<file path="config.mk">
export PLATFORM = sky130hd
export DESIGN_NAME = slotted_countdown_timer_table
export DESIGN_NICKNAME = d
export VERILOG_FILES = /design/src/rtl/scdt_pkg.sv /design/src/rtl/scdt_ram.sv /design/src/rtl/scdt_front.sv /design/src/rtl/scdt_back.sv /design/src/rtl/slotted_countdown_timer_table.sv
export SDC_FILE = /design/constraint.sdc
export NUM_CORES = 2
export LEC_CHECK = 0
export ABC_AREA = 0
export BUFFER_PORTS_ARGS = -buffer_cell sky130_fd_sc_hd__buf_2
export CAP_MARGIN = 20
export CORE_UTILIZATION = 50
export CTS_BUF_LIST = sky130_fd_sc_hd__clkbuf_16
export DETAILED_ROUTE_END_ITERATION = 10
export GPL_TIMING_DRIVEN = 0
export PLACE_DENSITY_LB_ADDON = 0.3
export RECOVER_POWER = 50
export SETUP_SLACK_MARGIN = 0.15
export SYNTH_ARGS = -nofsm -noshare
export SYNTH_HDL_FRONTEND = slang
export SYNTH_SLANG_ARGS = --single-unit
</file>
<file path="constraint.sdc">
create_clock -name clk -period 6.29 [get_ports clk]
set_clock_uncertainty 0.05 [all_clocks]
set_input_delay 0.9435 -clock clk [delete_from_list [all_inputs] [get_ports clk]]
set_output_delay 0.9435 -clock clk [all_outputs]
set_load 0.1 [all_outputs]
</file>
<file path="src/rtl/scdt_pkg.sv">
// Package for the slotted countdown timer table.
// Types, field widths and defaults shared by the front end, back end and top; no dependencies.
package scdt_pkg;

  localparam int ID_SPACE     = 64;
  localparam int MAX_OUT      = 7;
  localparam int TIMERS_DEF   = 64;
  localparam int SLOTS_DEF    = 10;
  localparam int CMD_W        = 2;
  localparam int ID_W         = 6;
  localparam int TICKS_W      = 32;
  localparam int WALK_W       = ID_W + 1;
  localparam int CNT_W        = 3;

  typedef enum logic [CMD_W-1:0] {
    CMD_TICK = 2'd0,
    CMD_ADD  = 2'd1,
    CMD_DEL  = 2'd2,
    CMD_MOD  = 2'd3
  } cmd_t;

  typedef struct packed {
    cmd_t               cmd;
    logic               id_ok;
    logic [ID_W-1:0]    id;
    logic [TICKS_W-1:0] ticks;
  } item_t;

  typedef struct packed {
    logic  valid;
    item_t item;
  } queue_out_t;

  typedef enum logic [2:0] {
    B_IDLE,
    B_CMD,
    B_RD,
    B_UPD,
    B_FIN
  } back_state_t;

endpackage

</file>
<file path="src/rtl/scdt_ram.sv">
// Generic simple dual-port RAM with registered read.
// Depends on nothing.
module scdt_ram #(
  parameter int WIDTH = 32,
  parameter int DEPTH = 64,
  parameter int AW    = (DEPTH > 1) ? $clog2(DEPTH) : 1
) (
  input  logic             clk,
  input  logic             we,
  input  logic [AW-1:0]    waddr,
  input  logic [WIDTH-1:0] wdata,
  input  logic             re,
  input  logic [AW-1:0]    raddr,
  output logic [WIDTH-1:0] rdata
);

  logic [WIDTH-1:0] mem_r [DEPTH];
  logic [WIDTH-1:0] rdata_r;

  always_ff @(posedge clk) begin
    if (we) begin
      mem_r[waddr] <= wdata;
    end
    if (re) begin
      rdata_r <= mem_r[raddr];
    end
  end

  assign rdata = rdata_r;

endmodule

</file>
<file path="src/rtl/scdt_front.sv">
// Front end: accepts input transactions, classifies them, queues them.
// Depends on scdt_pkg.
module scdt_front
  import scdt_pkg::*;
#(
  parameter int NIDS = TIMERS_DEF
) (
  input  logic               clk,
  input  logic               rst_n,
  input  logic               in_valid,
  output logic               in_ready,
  input  logic [CMD_W-1:0]   in_command,
  input  logic [ID_W-1:0]    in_timer_id,
  input  logic [TICKS_W-1:0] in_ticks,
  output queue_out_t         q_out,
  input  logic               q_pop
);

  localparam logic [WALK_W-1:0] NIDS_L = WALK_W'(NIDS);

  item_t      mem_r [2];
  logic       wptr_r, rptr_r;
  logic [1:0] cnt_r;
  item_t      item_in;
  logic       push, pop;

  always_comb begin
    item_in.cmd   = cmd_t'(in_command);
    item_in.id_ok = {1'b0, in_timer_id} < NIDS_L;
    item_in.id    = in_timer_id;
    item_in.ticks = in_ticks;
  end

  assign in_ready    = (cnt_r != 2'd2);
  assign push        = in_valid && in_ready;
  assign pop         = q_pop && (cnt_r != 2'd0);
  assign q_out.valid = (cnt_r != 2'd0);
  assign q_out.item  = mem_r[rptr_r];

  always_ff @(posedge clk) begin
    if (!rst_n) begin
      wptr_r <= 1'b0;
      rptr_r <= 1'b0;
      cnt_r  <= 2'd0;
    end else begin
      if (push) begin
        wptr_r <= ~wptr_r;
      end
      if (pop) begin
        rptr_r <= ~rptr_r;
      end
      cnt_r <= cnt_r + 2'(push) - 2'(pop);
    end
  end

  always_ff @(posedge clk) begin
    if (push) begin
      mem_r[wptr_r] <= item_in;
    end
  end

endmodule

</file>
<file path="src/rtl/scdt_back.sv">
// Back end: executes queued transactions against the timer table and
// drives the result register. Depends on scdt_pkg and scdt_ram.
module scdt_back
  import scdt_pkg::*;
#(
  parameter int NIDS  = TIMERS_DEF,
  parameter int SLOTS = SLOTS_DEF
) (
  input  logic            clk,
  input  logic            rst_n,
  input  queue_out_t      q_out,
  output logic            q_pop,
  output logic            out_valid,
  input  logic            out_ready,
  output logic [ID_W-1:0] out_expired_id,
  output logic            out_expired,
  output logic            out_last
);

  localparam int AW = (NIDS > 1) ? $clog2(NIDS) : 1;
  localparam int BW = (SLOTS > 1) ? $clog2(SLOTS) : 1;
  localparam logic [WALK_W-1:0] NIDS_L  = WALK_W'(NIDS);
  localparam logic [WALK_W-1:0] SLOTS_L = WALK_W'(SLOTS);
  localparam logic [BW-1:0]     BLAST   = BW'(SLOTS - 1);
  localparam logic [CNT_W-1:0]  MAXO    = CNT_W'(MAX_OUT);

  back_state_t        state_r, state_nxt;
  item_t              item_r;
  logic [WALK_W-1:0]  id_r;
  logic [CNT_W-1:0]   n_r;
  logic               pend_v_r;
  logic [ID_W-1:0]    pend_id_r;
  logic [BW-1:0]      bucket_r;
  logic [NIDS-1:0]    armed_r;
  logic               armed_rd_r;
  logic               out_valid_r, out_exp_r, out_last_r;
  logic [ID_W-1:0]    out_id_r;

  logic               slot_free;
  logic               emit, emit_exp, emit_last;
  logic [ID_W-1:0]    emit_id;
  logic               ram_we, ram_re;
  logic [AW-1:0]      ram_waddr;
  logic [TICKS_W-1:0] ram_wdata, ram_rdata;
  logic               hit, expire, stall;
  logic [WALK_W-1:0]  id_step, start_id;

  scdt_ram #(.WIDTH(TICKS_W), .DEPTH(NIDS), .AW(AW)) u_ram (
    .clk   (clk),
    .we    (ram_we),
    .waddr (ram_waddr),
    .wdata (ram_wdata),
    .re    (ram_re),
    .raddr (id_r[AW-1:0]),
    .rdata (ram_rdata)
  );

  assign slot_free = !out_valid_r || out_ready;
  assign hit       = armed_rd_r && (ram_rdata != '0);
  assign expire    = hit && (ram_rdata == TICKS_W'(1)) && (n_r < MAXO);
  assign stall     = expire && pend_v_r && !slot_free;
  assign id_step   = id_r + SLOTS_L;
  assign start_id  = WALK_W'(bucket_r);

  always_comb begin
    state_nxt = state_r;
    unique case (state_r)
      B_IDLE: begin
        if (q_out.valid) begin
          if (q_out.item.cmd == CMD_TICK) begin
            state_nxt = (start_id < NIDS_L) ? B_RD : B_FIN;
          end else begin
            state_nxt = B_CMD;
          end
        end
      end
      B_CMD: begin
        if (slot_free) begin
          state_nxt = B_IDLE;
        end
      end
      B_RD: state_nxt = B_UPD;
      B_UPD: begin
        if (!stall) begin
          state_nxt = (id_step < NIDS_L) ? B_RD : B_FIN;
        end
      end
      B_FIN: begin
        if (slot_free) begin
          state_nxt = B_IDLE;
        end
      end
      default: state_nxt = B_IDLE;
    endcase
  end

  always_comb begin
    q_pop     = 1'b0;
    emit      = 1'b0;
    emit_id   = '0;
    emit_exp  = 1'b0;
    emit_last = 1'b0;
    ram_we    = 1'b0;
    ram_re    = 1'b0;
    ram_waddr = id_r[AW-1:0];
    ram_wdata = ram_rdata - TICKS_W'(1);
    unique case (state_r)
      B_IDLE: q_pop = q_out.valid;
      B_CMD: begin
        ram_waddr = item_r.id[AW-1:0];
        ram_wdata = item_r.ticks;
        if (slot_free) begin
          emit      = 1'b1;
          emit_last = 1'b1;
          ram_we    = item_r.id_ok &&
                      (item_r.cmd == CMD_ADD || item_r.cmd == CMD_MOD);
        end
      end
      B_RD: ram_re = 1'b1;
      B_UPD: begin
        if (!stall) begin
          ram_we = hit;
          if (expire && pend_v_r) begin
            emit     = 1'b1;
            emit_id  = pend_id_r;
            emit_exp = 1'b1;
          end
        end
      end
      B_FIN: begin
        if (slot_free) begin
          emit      = 1'b1;
          emit_id   = pend_v_r ? pend_id_r : '0;
          emit_exp  = pend_v_r;
          emit_last = 1'b1;
        end
      end
      default: ;
    endcase
  end

  always_ff @(posedge clk) begin
    if (!rst_n) begin
      state_r     <= B_IDLE;
      bucket_r    <= '0;
      armed_r     <= '0;
      out_valid_r <= 1'b0;
      pend_v_r    <= 1'b0;
      n_r         <= '0;
    end else begin
      state_r <= state_nxt;
      if (emit) begin
        out_valid_r <= 1'b1;
      end else if (out_ready) begin
        out_valid_r <= 1'b0;
      end
      unique case (state_r)
        B_IDLE: begin
          pend_v_r <= 1'b0;
          n_r      <= '0;
        end
        B_CMD: begin
          if (slot_free && item_r.id_ok) begin
            if (item_r.cmd == CMD_ADD) begin
              armed_r[item_r.id[AW-1:0]] <= 1'b1;
            end else if (item_r.cmd == CMD_DEL) begin
              armed_r[item_r.id[AW-1:0]] <= 1'b0;
            end
          end
        end
        B_UPD: begin
          if (!stall && expire) begin
            pend_v_r <= 1'b1;
            n_r      <= n_r + CNT_W'(1);
          end
        end
        B_FIN: begin
          if (slot_free) begin
            bucket_r <= (bucket_r == BLAST) ? '0 : bucket_r + BW'(1);
          end
        end
        default: ;
      endcase
    end
  end

  always_ff @(posedge clk) begin
    if (emit) begin
      out_id_r   <= emit_id;
      out_exp_r  <= emit_exp;
      out_last_r <= emit_last;
    end
    if (state_r == B_IDLE && q_out.valid) begin
      item_r <= q_out.item;
      id_r   <= start_id;
    end
    if (state_r == B_RD) begin
      armed_rd_r <= armed_r[id_r[AW-1:0]];
    end
    if (state_r == B_UPD && !stall) begin
      id_r <= id_step;
      if (expire) begin
        pend_id_r <= id_r[ID_W-1:0];
      end
    end
  end

  assign out_valid      = out_valid_r;
  assign out_expired_id = out_id_r;
  assign out_expired    = out_exp_r;
  assign out_last       = out_last_r;

endmodule

</file>
<file path="src/rtl/slotted_countdown_timer_table.sv">
// Slotted countdown timer table. Tick: RAM read-modify-write of the count
// for each timer of the current bucket. The input queue (2 deep) keeps
// accepting while the back end works. Reset clears the queue, armed flags
// and bucket pointer; counts stay undefined until written. Depends on
// scdt_pkg, scdt_front, scdt_back.
module slotted_countdown_timer_table
  import scdt_pkg::*;
#(
  parameter int TIMERS = TIMERS_DEF,
  parameter int SLOTS  = SLOTS_DEF
) (
  input  logic               clk,
  input  logic               rst_n,
  input  logic               in_valid,
  output logic               in_ready,
  input  logic [CMD_W-1:0]   in_command,
  input  logic [ID_W-1:0]    in_timer_id,
  input  logic [TICKS_W-1:0] in_ticks,
  output logic               out_valid,
  input  logic               out_ready,
  output logic [ID_W-1:0]    out_expired_id,
  output logic               out_expired,
  output logic               out_last
);

  localparam int NIDS = (TIMERS < ID_SPACE) ? TIMERS : ID_SPACE;

  queue_out_t q_out;
  logic       q_pop;

  scdt_front #(.NIDS(NIDS)) u_front (
    .clk         (clk),
    .rst_n       (rst_n),
    .in_valid    (in_valid),
    .in_ready    (in_ready),
    .in_command  (in_command),
    .in_timer_id (in_timer_id),
    .in_ticks    (in_ticks),
    .q_out       (q_out),
    .q_pop       (q_pop)
  );

  scdt_back #(.NIDS(NIDS), .SLOTS(SLOTS)) u_back (
    .clk            (clk),
    .rst_n          (rst_n),
    .q_out          (q_out),
    .q_pop          (q_pop),
    .out_valid      (out_valid),
    .out_ready      (out_ready),
    .out_expired_id (out_expired_id),
    .out_expired    (out_expired),
    .out_last       (out_last)
  );

endmodule

</file>
After elaboration in Yosys (flattened, before gate mapping)
Memory sizes are Yosys's and may differ from the RTL's. A register that Yosys moved wholly into a read port is not among the register bits. Index checks and enable logic that the tools add are counted.

Flip-flop bits (word level): 143. Memory bits (writable): 2128. Bits of input ports: 44. Output and inout port bits: 10. Logic and storage cells: 130. Memories kept: 2.

Memory list: u_back.u_ram.mem_r (depth 64, width 32, rd ports 1, clocked after Yosys merged registers in 1, wr ports 1, RTL line scdt_ram.sv:17) `logic [WIDTH-1:0] mem_r [DEPTH];`; u_front.mem_r (depth 2, width 40, rd ports 1, clocked after Yosys merged registers in 1, wr ports 1, RTL line scdt_front.sv:21) `item_t mem_r [2];`.

Add/sub/neg operators: 6. Magnitude comparators: 6. Equal/unequal tests: 14. Mux-type cells: 46. Bitwise operators: 5. Reductions and logical operators: 32.

Operator list (number): two-way mux 64 bit (2); bitwise AND 64 bit (1); inverter 64 bit (1); bitwise OR 64 bit (1); equality test 32 x 1 -> 1 bit, second input constant (1); two-way mux 32 bit (1); nonzero test 32 bit (1); subtractor 32 x 1 -> 32 bit, second input constant (1); two-way mux 6 bit (5); two-way mux 3 bit (7); two-way mux 1 bit (19); less-than comparator 6 x 7 -> 1 bit, second input constant (2); two-way mux 7 bit (2); logical AND 1 bit (13); case mux 3 bit (4 select lines) (1); case mux 6 bit (2 select lines) (1); nonzero test 2 bit (5); case mux 1 bit (2 select lines) (4); adder 7 x 4 -> 7 bit, second input constant (1); less-than comparator 4 x 7 -> 1 bit, second input constant (1); less-than comparator 7 bit, second input constant (1); binary-select mux 1 bit (select 6 bit) (1); demux 1 bit (select 6 bit) (1); equality test 3 x 2 -> 1 bit, second input constant (2); 23 further kinds (34).

Depth between registers and ports, before layout
Word-level depth: 10. Gate-level depth with buffers: 10. Mapped depth without buffers: 9.

Hierarchy
Synthesis repeated with hierarchy kept, for this count alone.

Cells, all modules: 4224. Area total of the unflattened synthesis: 89430.8 um^2.

Modules (own cells, without submodules): scdt_ram (instances 1, cells each 3324, area each 78835.6 um^2, seq. area each 62459.9 um^2); scdt_back (instances 1, cells each 744, area each 7447.1 um^2, seq. area each 3413.3 um^2); scdt_front (instances 1, cells each 156, area each 3148.0 um^2, seq. area each 2502.4 um^2).

Worst setup path after synthesis
Ideal clock, no wire load.

Path kind: reg-to-reg. Start: reg u_back.u_ram.rdata_r[8], in the netlist u_back.u_ram.rdata[8] (read register of u_back.u_ram.mem_r). End: mem u_back.u_ram.mem_r[0][24], data pin. Library setup time: 0.702 ns. Arrival time: 4.590 ns. Required time: 5.538 ns. Slack: 0.948 ns. Stages on the path, launching flop included: 8. Path buffers: 2. Period minus slack after synthesis: 5.342 ns. Cell sequence: edfxtp_1 -> or3_1 -> buf_2 -> or3_1 -> or4_1 -> clkbuf_2 -> xor2_1 -> o21ai_0.

Cells in the longest elaborated chain, start to end: 2.

RTL lines: start, declared (RTL line scdt_ram.sv:18) `logic [WIDTH-1:0] rdata_r;`; subtractor 32 x 1 -> 32 bit (RTL line scdt_back.sv:106) `ram_wdata = ram_rdata - TICKS_W'(1);`; two-way mux 32 bit (RTL line scdt_back.sv:107) `unique case (state_r)`; named net u_back.ram_wdata[24] (RTL line scdt_back.sv:44) `logic [TICKS_W-1:0] ram_wdata, ram_rdata;`; end, declared (RTL line scdt_ram.sv:17).

The timed path passes the listed nets, and every way through them passes these cells.

Worst setup path after layout
Start: reg u_back.u_ram.rdata_r[0], in the netlist u_back.u_ram.rdata[0] (read register of u_back.u_ram.mem_r). End: mem u_back.u_ram.mem_r[122][4], in the netlist u_back.u_ram.mem_r[61][4], data pin.

The elaborated chain is that of the path after synthesis.

==> flow_metrics.tcl <==
set metrics [dict create \
    grt_pass1_wl_microns 363000 \
    detail-route-antenna-nets 0 \
    first_iter_violations 7590 \
    portBuffers 53 \
    setup_viol 0 \
    cts_setup_buffers 0 \
    die_width_microns 425 \
    synthTopCellsByCount "edfxtp_1 (2222), mux4_2 (563), mux2i_1 (202)" \
    die-area_sq_um 180000 \
    root_buffer "clkbuf_16" \
    fin_crit_sh_pct 93.1 \
    synth-edff-count 2222 \
    final_util_pct 58.4 \
    hold_path.class "primary input to flip-flop" \
    outcome "finished with violations" \
    use_met2_pct 43.7 \
    dp_hpwl_microns 177000 \
    grt.busiest_layer "met2" \
    nFillCells 12500 \
    viasPerCell 6.65 \
    clk_pin_slew_ns 0.06 \
    ys_seq_elements 2303 \
    muxShareOfSynthArea_pct 17.1 \
    async_flop_share_pct 0 \
    worstSetupStartpoint "u_back.u_ram.rdata[0]" \
    power.leakage_nw 32.7 \
    synthXorXnorAreaFrac_pct 0.333 \
    worst_pin_slew_ns 4.30 \
    grt_max_degree 49 \
    synthesis.instances 4192 \
    period_minus_slack_ns 5.86 \
    cp_max_fo 47 \
    yosysSeqAreaShare_pct 76.5 \
    wl_per_cell_microns 36.5 \
    cts_buffers 221 \
    htreeDepth 4 \
    synth_cell_types 57 \
    timing.rr.start "u_back.u_ram.rdata[0]" \
    synth_top_family_by_area "multiplexers" \
    cts_tree "done" \
    yosysMostFrequentCell "edfxtp_1" \
    cts_resized 0 \
    placed_cells 6775 \
    synth_top_cells_by_area "edfxtp_1 (75%), mux4_2 (14%), mux2i_1 (2.3%), dfxtp_1 (1.8%), nor2_1 (0.76%)" \
    cts_sinks 2303 \
    violations "capacitance limit, slew limit" \
    synth_ff_type "edfxtp_1" \
    p_sw_share_pct 32.8 \
    slew_viol_final 1111 \
    synth_largest_area_cell "edfxtp_1" \
    power_switching_mw 15.4 \
    synth_compound_area_share_pct 2.05 \
    fmax_mhz 171 \
    cts_hold_buf 0 \
    synth_top_area_share_pct 74.7 \
    drv_cap 42 \
    grtUsageMet1_pct 40.0 \
    clk_path_buf_depth 3 \
    core_area_sq_um 177000 \
    cp_data_required_time_ns 6.63 \
    power_mw 46.8 \
    internal_power_mw 31.4 \
    yosys.area_share.simple_pct 2.69 \
    p_seq_share_pct 42.3 \
    synth_area_sq_um 89300 \
    layout.nets 4717 \
    syn_nets 4244 \
    num_rows 154 \
    pin_count 54 \
    grt_setup_unrepaired "false" \
    grt.overflow.total 0 \
    clkPwrFrac_pct 28.4 \
    grt_antenna_before_repair 13 \
    vdd_drop_max_mv 0.342 \
    vias 47900 \
    fin_cells 7202 \
    critPathKind "flip-flop to flip-flop" \
    wirelength_microns 263000 \
    cp-end-kind "flip-flop" \
    drive_above_1_share_pct 25.4 \
    hold_path_startpoint "in_ticks[11]" \
    grt_usage_pct 29.3 \
    hold_viol 0 \
    yosys_warnings 0 \
    synth_fa_ha_area_share_pct 0.112 \
    drc 0 \
    worstPathArrival_ns 6.19 \
    first_pass_iters 8 \
    comb_power_share_pct 29.3 \
    syn2layout_area_growth_pct 15.6 \
    met3_usage_pct 8.90 \
    postSynthAreaPerCell_sq_um 21.3 \
    slew-limit-headroom_pct -190 \
    clk_latency_ns 0.87 \
    start_util_pct 50.5 \
    p_per_area_nw_per_um2 453 \
    die_y_microns 425 \
    start_kind "flip-flop" \
    gp_congestion 0.953 \
    grt_pass1_vias 46600 \
]
[cell families (layout without fill, tap and decap cells)]
family,after synthesis,after routing
AOI/OAI and AO/OA,262,262
muxes,819,819
buffers and inverters,256,918
DFF,2303,2303
xor gates and xnor gates,34,34
adders and majority gates,8,8
and+or+nand+nor,510,510
other,0,8
[registers in the layout, summed over array words and instances, names as in the netlist, 2 cells and up, named ones only]
name,count
u_back.id_r,7
u_back.bucket_r,4
u_front.mem_r,80
u_back.n_r,3
u_front.cnt_r,2
u_back.out_expired_id,6
u_back.pend_id_r,6
u_back.u_ram.rdata,32
u_back.item_r,40
u_back.state_r,3
u_back.u_ram.mem_r,2048
[power groups by stage]
stage | logic (mW) | registers [mW] | clock network, mW
floorplan | 7.11 | 20.3 | 0
global placement | 12.1 | 20.8 | 0
detailed placement | 13.6 | 20.0 | 0
CTS | 13.7 | 19.6 | 13.3
global route | 14.0 | 19.8 | 13.9
finish | 13.7 | 19.8 | 13.3
[cell usage in the layout (no fill, tap or decap), drive strengths merged, types with 13 or more instances in the layout]
cell	Yosys	final
a21oi	47	47
a221oi	39	39
a22oi	17	17
a32oi	15	15
buf	102	277
bufinv	0	26
clkbuf	139	438
clkinv	1	118
dfxtp	81	81
edfxtp	2222	2222
inv	14	54
mux2	54	54
mux2i	202	202
mux4	563	563
nand2	84	84
nand3	99	99
nor2	182	182
nor2b	22	22
nor3	36	36
o211ai	14	14
o21ai	66	66
o221ai	17	17
or3	13	13
xnor2	25	25
[worst max-delay path, cell delays in order, from the launching register on]
cell      delay, ns
edfxtp_1       0.50
inv_1          0.10
ha_1           0.19
nor3b_1        0.77
xnor2_1        0.14
o21ai_0        2.14
clkbuf_1       1.43
[stage by stage]
step                      setup slack, ns  hold WS (ns)  setup TNS, ns  area [sq um]
after floorplan                     0.948         0.390              0         89300
after global placement              -3.57         0.419       -5666.12         92500
after detailed placement            0.963         0.433              0         96800
after CTS                           0.928         0.166              0        104000
after global routing                0.397         0.201              0        103000
final                               0.434         0.222              0        103000
[cell type report]
| cell class | count | area (sq um) | share of cell area (%) |
|---|---|---|---|
| Antenna cell | 8 | 20.0 | 0.0194 |
| Buffer | 241 | 995 | 0.964 |
| Clock buffer | 224 | 5610 | 5.43 |
| Clock inverter | 188 | 1610 | 1.56 |
| Inverter | 15 | 56.3 | 0.0545 |
| Multi-Input combinational cell | 1633 | 20400 | 19.8 |
| Sequential cell | 2303 | 68300 | 66.2 |
| Tap cell | 2340 | 2930 | 2.84 |
| Timing Repair Buffer | 250 | 3280 | 3.17 |
[routing by layer]
metal,vias to the layer above,share of wire (%)
met2,3588,45
li1,18500,-
met1,25100,37
met5,-,0.070
met3,675,13
met4,18,5.4
[final timing paths]
path | to | slack [ns] | cells past startpoint
setup / recovery | u_back.u_ram.mem_r[61][4] | 0.43 | 6
hold / removal | u_front.mem_r[1][11] | 0.22 | 1
setup reg to reg | u_back.u_ram.mem_r[61][4] | 0.43 | 6
hold reg to reg | flip-flop | 0.44 | 2
Note: power is estimated with default switching activity, not from simulation.
